[config.mk]
export PLATFORM = sky130hd
export DESIGN_NAME = video_container_sniffer
export DESIGN_NICKNAME = d
export VERILOG_FILES = /design/src/vcs_pkg.sv /design/src/vcs_match.sv /design/src/video_container_sniffer.sv
export SDC_FILE = /design/constraint.sdc
export NUM_CORES = 1
export LEC_CHECK = 0
export BUFFER_PORTS_ARGS = -buffer_cell sky130_fd_sc_hd__buf_2
export CORE_ASPECT_RATIO = 1.2
export CORE_MARGIN = 5
export CORE_UTILIZATION = 35
export DETAILED_ROUTE_END_ITERATION = 8
export GPL_TIMING_DRIVEN = 0
export SLEW_MARGIN = 5
export SYNTH_ARGS = -nofsm -noshare
export SYNTH_HDL_FRONTEND = slang
export SYNTH_SLANG_ARGS = --single-unit
[constraint.sdc]
create_clock -name clk -period 3.9 [get_ports clk]
set_input_delay 0.195 -clock clk [delete_from_list [all_inputs] [get_ports clk]]
set_output_delay 0.195 -clock clk [all_outputs]
set_load 0.1 [all_outputs]
[src/vcs_pkg.sv]
// Shared constants, signature tables and types for the video container sniffer.
package vcs_pkg;

    localparam int POS_W         = 9;
    localparam int LEN_W         = POS_W + 1;
    localparam int NUM_HEAD_SIGS = 8;
    localparam int NUM_SIGS      = 9;
    localparam int HEAD_LEN      = 16;
    localparam int TS_FLAG_BIT   = 8;

    localparam logic [POS_W-1:0]    POS_MAX    = 9'd511;
    localparam logic [POS_W-1:0]    TS_POS_A   = 9'd188;
    localparam logic [POS_W-1:0]    TS_POS_B   = 9'd376;
    localparam logic [LEN_W-1:0]    TS_MIN_LEN = 10'd377;
    localparam logic [7:0]          TS_SYNC    = 8'h47;
    localparam logic [NUM_SIGS-1:0] ALL_FLAGS  = 9'h1FF;

    // Result codes, lowest nonzero code has highest priority
    typedef enum logic [3:0] {
        CODE_UNKNOWN = 4'd0,
        CODE_MKV     = 4'd1,
        CODE_MP4     = 4'd2,
        CODE_AVI     = 4'd3,
        CODE_MPS     = 4'd4,
        CODE_ASF     = 4'd5,
        CODE_FLV     = 4'd6,
        CODE_OGG     = 4'd7,
        CODE_RM      = 4'd8,
        CODE_MTS     = 4'd9
    } container_t;

    // Expected header bytes per signature, by offset 0..15
    localparam logic [7:0] SIG_BYTES [NUM_HEAD_SIGS][HEAD_LEN] = '{
        '{8'h1A, 8'h45, 8'hDF, 8'hA3, 8'h00, 8'h00, 8'h00, 8'h00,
          8'h00, 8'h00, 8'h00, 8'h00, 8'h00, 8'h00, 8'h00, 8'h00},
        '{8'h00, 8'h00, 8'h00, 8'h00, 8'h66, 8'h74, 8'h79, 8'h70,
          8'h00, 8'h00, 8'h00, 8'h00, 8'h00, 8'h00, 8'h00, 8'h00},
        '{8'h52, 8'h49, 8'h46, 8'h46, 8'h00, 8'h00, 8'h00, 8'h00,
          8'h41, 8'h56, 8'h49, 8'h20, 8'h00, 8'h00, 8'h00, 8'h00},
        '{8'h00, 8'h00, 8'h01, 8'hBA, 8'h00, 8'h00, 8'h00, 8'h00,
          8'h00, 8'h00, 8'h00, 8'h00, 8'h00, 8'h00, 8'h00, 8'h00},
        '{8'h30, 8'h26, 8'hB2, 8'h75, 8'h8E, 8'h66, 8'hCF, 8'h11,
          8'hA6, 8'hD9, 8'h00, 8'hAA, 8'h00, 8'h62, 8'hCE, 8'h6C},
        '{8'h46, 8'h4C, 8'h56, 8'h00, 8'h00, 8'h00, 8'h00, 8'h00,
          8'h00, 8'h00, 8'h00, 8'h00, 8'h00, 8'h00, 8'h00, 8'h00},
        '{8'h4F, 8'h67, 8'h67, 8'h53, 8'h00, 8'h00, 8'h00, 8'h00,
          8'h00, 8'h00, 8'h00, 8'h00, 8'h00, 8'h00, 8'h00, 8'h00},
        '{8'h2E, 8'h52, 8'h4D, 8'h46, 8'h00, 8'h00, 8'h00, 8'h00,
          8'h00, 8'h00, 8'h00, 8'h00, 8'h00, 8'h00, 8'h00, 8'h00}
    };

    // Offsets that are compared for each signature
    localparam logic [HEAD_LEN-1:0] SIG_CARE [NUM_HEAD_SIGS] = '{
        16'h000F, 16'h00F0, 16'h0F0F, 16'h000F,
        16'hFFFF, 16'h0007, 16'h000F, 16'h000F
    };

    // Minimum buffer length for each signature
    localparam logic [LEN_W-1:0] SIG_MIN_LEN [NUM_HEAD_SIGS] = '{
        10'd4, 10'd8, 10'd12, 10'd4, 10'd16, 10'd3, 10'd4, 10'd4
    };

endpackage

[src/vcs_match.sv]
// Per-byte signature compare, length check and priority pick.
module vcs_match
    import vcs_pkg::*;
(
    input  logic [POS_W-1:0]    pos,
    input  logic [NUM_SIGS-1:0] flags,
    input  logic [7:0]          data_byte,
    input  logic                last_byte,
    output logic [NUM_SIGS-1:0] flags_upd,
    output container_t          code
);

    logic [NUM_SIGS-1:0] flags_len;
    logic [LEN_W-1:0]    len;
    logic [3:0]          head_pos;
    logic                in_head;
    logic                ts_pos;

    assign head_pos = pos[3:0];
    assign in_head  = (pos < POS_W'(HEAD_LEN));
    assign ts_pos   = (pos == '0) || (pos == TS_POS_A) || (pos == TS_POS_B);
    assign len      = {1'b0, pos} + LEN_W'(1);

    // Clear flags contradicted by this byte
    always_comb
    begin
        flags_upd = flags;
        for (int i = 0; i < NUM_HEAD_SIGS; i++)
        begin
            if (in_head && SIG_CARE[i][head_pos] && (SIG_BYTES[i][head_pos] != data_byte))
            begin
                flags_upd[i] = 1'b0;
            end
        end
        if (ts_pos && (data_byte != TS_SYNC))
        begin
            flags_upd[TS_FLAG_BIT] = 1'b0;
        end
    end

    // Drop signatures whose minimum length was not reached
    always_comb
    begin
        flags_len = flags_upd;
        for (int i = 0; i < NUM_HEAD_SIGS; i++)
        begin
            if (len < SIG_MIN_LEN[i])
            begin
                flags_len[i] = 1'b0;
            end
        end
        if (len < TS_MIN_LEN)
        begin
            flags_len[TS_FLAG_BIT] = 1'b0;
        end
    end

    // First surviving signature wins; only meaningful on the last byte
    always_comb
    begin
        code = CODE_UNKNOWN;
        for (int i = NUM_SIGS - 1; i >= 0; i--)
        begin
            if (flags_len[i] && last_byte)
            begin
                code = container_t'(4'(i + 1));
            end
        end
    end

endmodule

[src/video_container_sniffer.sv]
// Top level of the video container sniffer: input register, state, result register.
//
// Usage: feed the bytes of a buffer in order from offset zero on the input
// channel (in_valid/in_stall, data_byte, last_byte), one word per byte, with
// last_byte set on the final byte. Every buffer holds at least one byte.
// For each buffer one result word comes out on the output channel
// (out_valid/out_stall, container): 0 unknown, 1 mkv, 2 mp4, 3 avi,
// 4 mpeg-ps, 5 asf, 6 flv, 7 ogg, 8 rm, 9 mpeg-ts.
// Throughput: one byte per cycle, back to back across buffers, except while a
// last byte waits behind a held result. A last byte goes through the input
// register and then the result register, which raises out_valid.
// The compare for a byte sits between the input register and the result
// register; byte position (saturating at 511) and match flags update when
// the registered byte is consumed.
// Reset clears both registers' valid bits, the position and sets all flags.
// When the receiver stalls, the result holds; non-last bytes keep flowing,
// and the next last byte waits in the input register, raising in_stall.
module video_container_sniffer
    import vcs_pkg::*;
(
    input  logic       clk,
    input  logic       rst_n,
    input  logic       in_valid,
    output logic       in_stall,
    input  logic [7:0] data_byte,
    input  logic       last_byte,
    output logic       out_valid,
    input  logic       out_stall,
    output logic [3:0] container
);

    logic                in_valid_reg, in_valid_next;
    logic [7:0]          byte_reg;
    logic                last_reg;
    logic [POS_W-1:0]    pos_reg, pos_next;
    logic [NUM_SIGS-1:0] flags_reg, flags_next;
    logic                out_valid_reg, out_valid_next;
    container_t          container_reg;
    logic [NUM_SIGS-1:0] flags_upd;
    container_t          code;
    logic                advance;
    logic                in_take;

    // Registered word moves on unless it is a last byte blocked by a held result
    assign advance  = in_valid_reg && (!last_reg || !out_valid_reg || !out_stall);
    assign in_stall = in_valid_reg && !advance;
    assign in_take  = in_valid && !in_stall;

    vcs_match u_match (
        .pos       (pos_reg),
        .flags     (flags_reg),
        .data_byte (byte_reg),
        .last_byte (last_reg),
        .flags_upd (flags_upd),
        .code      (code)
    );

    // Next values of control state
    always_comb
    begin
        in_valid_next  = in_take || (in_valid_reg && !advance);
        pos_next       = pos_reg;
        flags_next     = flags_reg;
        out_valid_next = out_valid_reg && out_stall;
        if (advance)
        begin
            if (last_reg)
            begin
                pos_next       = '0;
                flags_next     = ALL_FLAGS;
                out_valid_next = 1'b1;
            end
            else
            begin
                flags_next = flags_upd;
                if (pos_reg != POS_MAX)
                begin
                    pos_next = pos_reg + POS_W'(1);
                end
            end
        end
    end

    // Control registers
    always_ff @(posedge clk or negedge rst_n)
    begin
        if (!rst_n)
        begin
            in_valid_reg  <= 1'b0;
            pos_reg       <= '0;
            flags_reg     <= ALL_FLAGS;
            out_valid_reg <= 1'b0;
        end
        else
        begin
            in_valid_reg  <= in_valid_next;
            pos_reg       <= pos_next;
            flags_reg     <= flags_next;
            out_valid_reg <= out_valid_next;
        end
    end

    // Payload registers
    always_ff @(posedge clk)
    begin
        if (in_take)
        begin
            byte_reg <= data_byte;
            last_reg <= last_byte;
        end
        if (advance && last_reg)
        begin
            container_reg <= code;
        end
    end

    assign out_valid = out_valid_reg;
    assign container = container_reg;

    // A result code never exceeds the last defined container
    assert property (@(posedge clk) disable iff (!rst_n)
        out_valid_reg |-> (container_reg <= CODE_MTS))
        else $error("container code out of range");

    // Finishing a buffer returns position and flags to their start values
    assert property (@(posedge clk) disable iff (!rst_n)
        (advance && last_reg) |=> (pos_reg == '0) && (flags_reg == ALL_FLAGS))
        else $error("state not restarted after last byte");

    // Position saturates instead of wrapping
    assert property (@(posedge clk) disable iff (!rst_n)
        (advance && !last_reg && (pos_reg == POS_MAX)) |=> (pos_reg == POS_MAX))
        else $error("byte position wrapped");

    // A stalled result is never overwritten by a new buffer's result
    assert property (@(posedge clk) disable iff (!rst_n)
        (out_valid_reg && out_stall) |-> !(advance && last_reg))
        else $error("held result overwritten");

endmodule

# --- Word-level counts from Yosys, hierarchy flattened ---
# Memory sizes are Yosys's and may differ from the RTL's.
# Index checks and enable logic that the tools add are counted.
totals:
  ff_bits: 33
  rom_bits: 1104
  in_bits: 13
  output_inout_bits: 6
  word_cells: 141
  mem_count: 13
mem_list:
  columns: ["name", "depth", "width", "read_ports", "rd_clocked_by_memory_dff", "write_ports", "line", "rtl"]
  rows:
  - ["(no name shown)", 16, 8, 1, 0, 0, "vcs_match.sv:30", "if (in_head && SIG_CARE[i][head_pos] && (SIG_BYTES[i][head_pos] != data_byte))"]
  - ["(no name shown)", 16, 8, 1, 0, 0, "vcs_match.sv:30", null]
  - ["(no name shown)", 16, 8, 1, 0, 0, "vcs_match.sv:30", null]
  - ["(no name shown)", 16, 8, 1, 0, 0, "vcs_match.sv:30", null]
  - ["(no name shown)", 16, 8, 1, 0, 0, "vcs_match.sv:30", null]
  - ["(no name shown)", 16, 8, 1, 0, 0, "vcs_match.sv:30", null]
  - ["7 more memories", null, null, null, null, null, null, null]
classes:
  n_addsub: 2
  n_lt_le_gt_ge: 9
  eq_ne: 12
  n_mux: 52
  bitwise: 1
  n_reduce_logical: 43
ops:
  columns: ["cell", "count"]
  rows:
  - ["two-way mux 8 bit", 16]
  - ["!= test 8 bit", 8]
  - ["logical AND 1 bit", 28]
  - ["two-way mux 9 bit", 3]
  - ["two-way mux 1 bit", 25]
  - ["less-than comparator 10 x 4 -> 1 bit (second input constant)", 2]
  - ["two-way mux 3 bit", 4]
  - ["adder 9 x 1 -> 10 bit (second input constant)", 1]
  - ["less-than comparator 10 x 2 -> 1 bit (second input constant)", 1]
  - ["less-than comparator 10 x 3 -> 1 bit (second input constant)", 1]
  - ["less-than comparator 10 x 5 -> 1 bit (second input constant)", 1]
  - ["less-than comparator 10 x 9 -> 1 bit (second input constant)", 1]
  - ["adder 9 x 1 -> 9 bit (second input constant)", 1]
  - ["equality test 9 x 8 -> 1 bit (second input constant)", 1]
  - ["equality test 9 bit (second input constant)", 1]
  - ["zero test 9 bit", 1]
  - ["less-than comparator 9 x 5 -> 1 bit (second input constant)", 1]
  - ["!= test 9 bit (second input constant)", 1]
  - ["two-way mux 4 bit", 2]
  - ["!= test 8 x 7 -> 1 bit (second input constant)", 1]
  - ["OR reduction 7 bit", 1]
  - [">= comparator 5 bit (second input constant)", 1]
  - ["zero test 1 bit", 5]
  - ["logical OR 1 bit", 5]
  - ["other kinds (6)", 7]

# --- Longest topological paths before layout ---
depth:
  depth_word: 16
  mapped_depth: 12
  ltp_nobuf: 11

# --- Cells and area by module ---
# Synthesis repeated with hierarchy kept, for this count alone.
unflattened:
  cells_unflattened: 398
  hier_area_um2: 3263.1
modules_own_cells:
  columns: ["mod", "n_inst", "cells_each", "area_per_inst_um2", "seq_area_each_um2"]
  rows:
  - ["vcs_match", 1, 298, 1950.6, 0.0]
  - ["video_container_sniffer", 1, 100, 1312.5, 902.1]

# --- Worst setup path before layout ---
# Ideal clock, no wire load.
synth_timing:
  path_type: "reg2reg"
  startpoint: "register pos_reg[1]"
  endpoint: "register container_reg[1], in the netlist container[1], data pin"
  setup_ps: 260
  arrival_time_ps: 2733
  required_time_ps: 3640
  setup_slack_ps: 907
  stages_incl_launch_ff: 12
  n_path_buf: 2
  period_less_slack_ps: 2993
  path_cell_list: "dfrtp_1 -> clkbuf_1 -> inv_1 -> ha_1 -> clkbuf_1 -> and2_1 -> o311ai_0 -> o2111ai_1 -> nor4_1 -> o2111ai_1 -> a311oi_1 -> nor2_1"
synth_via:
  elab_chain_cells: 16
  elab_cells_between_ends: 94
  classes_between: "add/sub (1); order compare (6); eq/ne (8); mux (44); bitwise (1); reduce/logical (21); memory (13)"
synth_rtl:
  columns: ["item", "line", "rtl"]
  rows:
  - ["start, declared", "video_container_sniffer.sv:35", "logic [POS_W-1:0] pos_reg, pos_next;"]
  - ["start signal, assigned", "video_container_sniffer.sv:97", "pos_reg <= pos_next;"]
  - ["branches (longest 16 deep; another with adder 9 x 1 -> 10 bit)", null, null]
  - ["end signal, assigned", "video_container_sniffer.sv:113", "container_reg <= code;"]
  - ["end, declared", "video_container_sniffer.sv:38", "container_t container_reg;"]
# Parallel ways; which one is timed is not known. The select of a mux whose other input is x is not followed.
# A chain may end at the register's enable or synchronous reset.

# --- Worst setup path in the final report ---
# Ends and elaborated chain as after synthesis.

==> out/results.ini <==
[run_status]
status = finished clean

[layout]
area_growth_pct = 11.1
fin_nets = 417
fill_cells = 887
insertedDiodeCount = 0
layout_commonest_cell = nand2_1
final_cell_mix = nand2_1 (38), nor2_1 (29), o21ai_0 (27), buf_2 (26)
drive_gt1_share_pct = 14.1
final_cells = 513
post-route-util_pct = 39.1

[critical_path]
endpoint_kind = flip-flop
reg2reg_slack_ns = 0.31
crit_buf_inv = 3
crit_family = compound AO/OA/AOI/OAI gates
start_kind = flip-flop
path_cells = clkbuf_2, inv_1, ha_1, clkbuf_1, and2_1, o311ai_0, o2111ai_1, nor4_1, o2111ai_1, a311oi_1, nor2_1
critPathSlowestCell = nor4_1
cp_common_cell = o2111ai_1
ff2ff_path_depth = 11
rr_startpoint = pos_reg[1]
worstPathArrival_ns = 3.64
worstSetupPathType = flip-flop to flip-flop
cpPeakStageDelay_ns = 0.53
reg2reg_to = container[1]
cp.required_ns = 3.95
critPathMaxFanout = 10

[floorplanning]
dieArea_sq_um = 10500
io_pins = 19
die_width_um = 94.2
core_sq_um = 8470
die_h_um = 111
initial_core_util_pct = 35.2
num_rows = 37

[yosys]
ys_warn_count = 0
ys_ff_latch = 33
synth_ff_type = edfxtp_1
syn-cell-area_sq_um = 2980
postSynthAreaPerCell_sq_um = 8.08
ys_seq_area_share_pct = 30.3
synth-simple-area-share_pct = 26.2
postSynthCellCount = 369
synthArstFlopShare_pct = 60.6
synth_edf_count = 13
synthXorXnorAreaFrac_pct = 7.93
synth_top_family_by_area = simple AND/OR/NAND/NOR gates
synthTopCellsByArea = edfxtp_1 (13%), dfrtp_1 (9.2%), dfstp_2 (7.9%)
yosys.cell_types.count = 70
syn_nets = 391
synthMuxAreaShare_pct = 3.44
yosys.area_share.adder_pct = 3.78
synth_compound_area_share_pct = 22.0
synth_top_area_share_pct = 13.1
synth_area_leader_cell = edfxtp_1

[clocking]
htree_num_levels = 2
clk_latency_ns = 0.30
cts.sinks = 33
root_buffer = clkbuf_8
path_clk_slew_ns = 0.08
cts_buffers = 5
tritoncts = yes
cts_max_path_buffers = 2
post_cts_buffers = 0

[routing]
first_pass_iters = 5
wl_per_cell_um = 16.8
postRouteAntennaNets = 0
viasPerCell = 5.76
drt_iter0_markers = 275
dr_total_vias = 2954
wl_um = 8640
post-route-drc-count = 0

[timing]
hold_viol = 0
rsz0062_at_grt = no
final_max_slew_viol_count = 0
slew_headroom_pct = 35.4
setup_viol = 0
period_needed_ns = 3.59
fmax_mhz = 278
tns_ns = 0
finClkSkew_ns = 0.0123
whs_ns = 0.0643
worstMarginPinSlew_ns = 0.944
finalCritPeriodShare_pct = 92.1

[power]
peakVddDrop_uv = 124
p_seq_share_pct = 36.2
power_frac_comb_pct = 42.9
clock_power_share_pct = 20.9
p_sw_share_pct = 40.6
powerDensity_nw_per_um2 = 371
leakage_nw = 1.25
p_int_w = 0.000729
power_switching_w = 0.000498
total_power_w = 0.00123

[grt]
grt_pass1_vias = 2773
grt_start_max_net_pins = 21
overflow = 0
grt_usage_pct = 17.2
grt_pass1_wl_um = 14400
antenna_found_initial = 0

[worst_hold_path]
hold_class = input port to flip-flop
hold_end = byte_reg[5]
min_from = data_byte[5]
hold_depth = 1

[placed_design]
dpl.cell_count = 504
place_congestion = 0.946
dp_hpwl_um = 6360
io_buffers = 18

[flow_run]
maxCapViolCount = 0

[how the worst max path moves through the flow]
stage / start / to / slack [ns] / cells after the start
2_1_floorplan: pos_reg[1] / container[1] / 0.91 / 11
3_3_place_gp: pos_reg[1] / container[1] / 0.11 / 11
3_5_place_dp: pos_reg[1] / container[1] / 0.15 / 11
4_1_cts: pos_reg[1] / container[1] / 0.13 / 11
5_1_grt: pos_reg[1] / container[0] / 0.06 / 12
6_report: pos_reg[1] / container[1] / 0.31 / 11
[per-layer routing]
layer  wire [um]  share of wire (%)  up-vias  GRT usage (%)
li1            -                  -     1393              -
met1        3700                 43     1421           22.2
met2        4140                 48      114           27.5
met3         394                4.6       26           2.51
met4         395                4.6        0           9.25
met5           0                  0        -              0
[cells by family (layout without fill, tap and decap cells)]
group	Yosys count	in the layout
and+or+nand+nor	150	150
AOI/OAI and AO/OA	96	96
buffers and inverters	45	72
DFF	33	33
xor gates and xnor gates	27	27
adders and majority gates	9	9
muxes	9	9
[power by group through the flow]
stage	Sequential, W	Clock [W]	Combinational (W)
after floorplan	0.000466	0	0.000369
after global placement	0.000449	0	0.000508
after detailed placement	0.000450	0	0.000514
after CTS	0.000443	0.000266	0.000517
after global routing	0.000449	0.000282	0.000576
final	0.000444	0.000257	0.000527
[repair_timing]
| action | 4_1_cts | 5_1_grt |
|---|---|---|
| setup endpoints to repair | 0 | 2 |
| endpoints found under the hold margin | 11 | 0 |
| gates resized for setup | 0 | 2 |
| hold buffers | 1 | 0 |
[final cells by class]
cell class,count,area (sq um),area share (%)
Buffer,31,140,4.23
Clock buffer,6,72.6,2.19
Sequential cell,33,902,27.2
Multi-Input combinational cell,291,1890,57.0
Tap cell,117,146,4.42
Inverter,14,52.6,1.59
Clock inverter,2,10.0,0.302
Timing Repair Buffer,19,100,3.02
[per-stage QoR]
stage	worst slack [ns]	instance area (sq um)
after detailed placement	0.148	3220
after global placement	0.108	3220
after CTS	0.131	3310
after floorplan	0.907	2980
after global routing	0.0565	3310
final	0.309	3310
[worst reg2reg max path, delay by kind of cell, from the launching register on]
kind / cells / cell delay, ns
flip-flops: 1 / 0.47
buffers and inverters: 3 / 0.69
adder cells (fa/ha/maj): 1 / 0.29
AO/OA/AOI/OAI: 4 / 1.06
AND/OR/NAND/NOR: 3 / 0.85
[synthesized netlist by cell type, drive strengths merged, types with 3 or more instances]
cell type  instances
nand2             38
nor2              29
o21ai             28
clkbuf            20
xnor2             19
nand3             17
a21oi             14
edfxtp            13
inv               13
buf               11
dfrtp             11
and2               9
dfstp              9
ha                 9
nand2b             9
a31oi              8
mux2i              8
nor2b              8
nor3               8
xor2               8
nand4              7
o2111ai            5
o31ai              5
a211oi             4
a221oi             4
o211ai             4
or2                4
a211o              3
and3               3
nand3b             3
nor4               3
or4                3
Note: power is estimated with default switching activity, not from simulation.
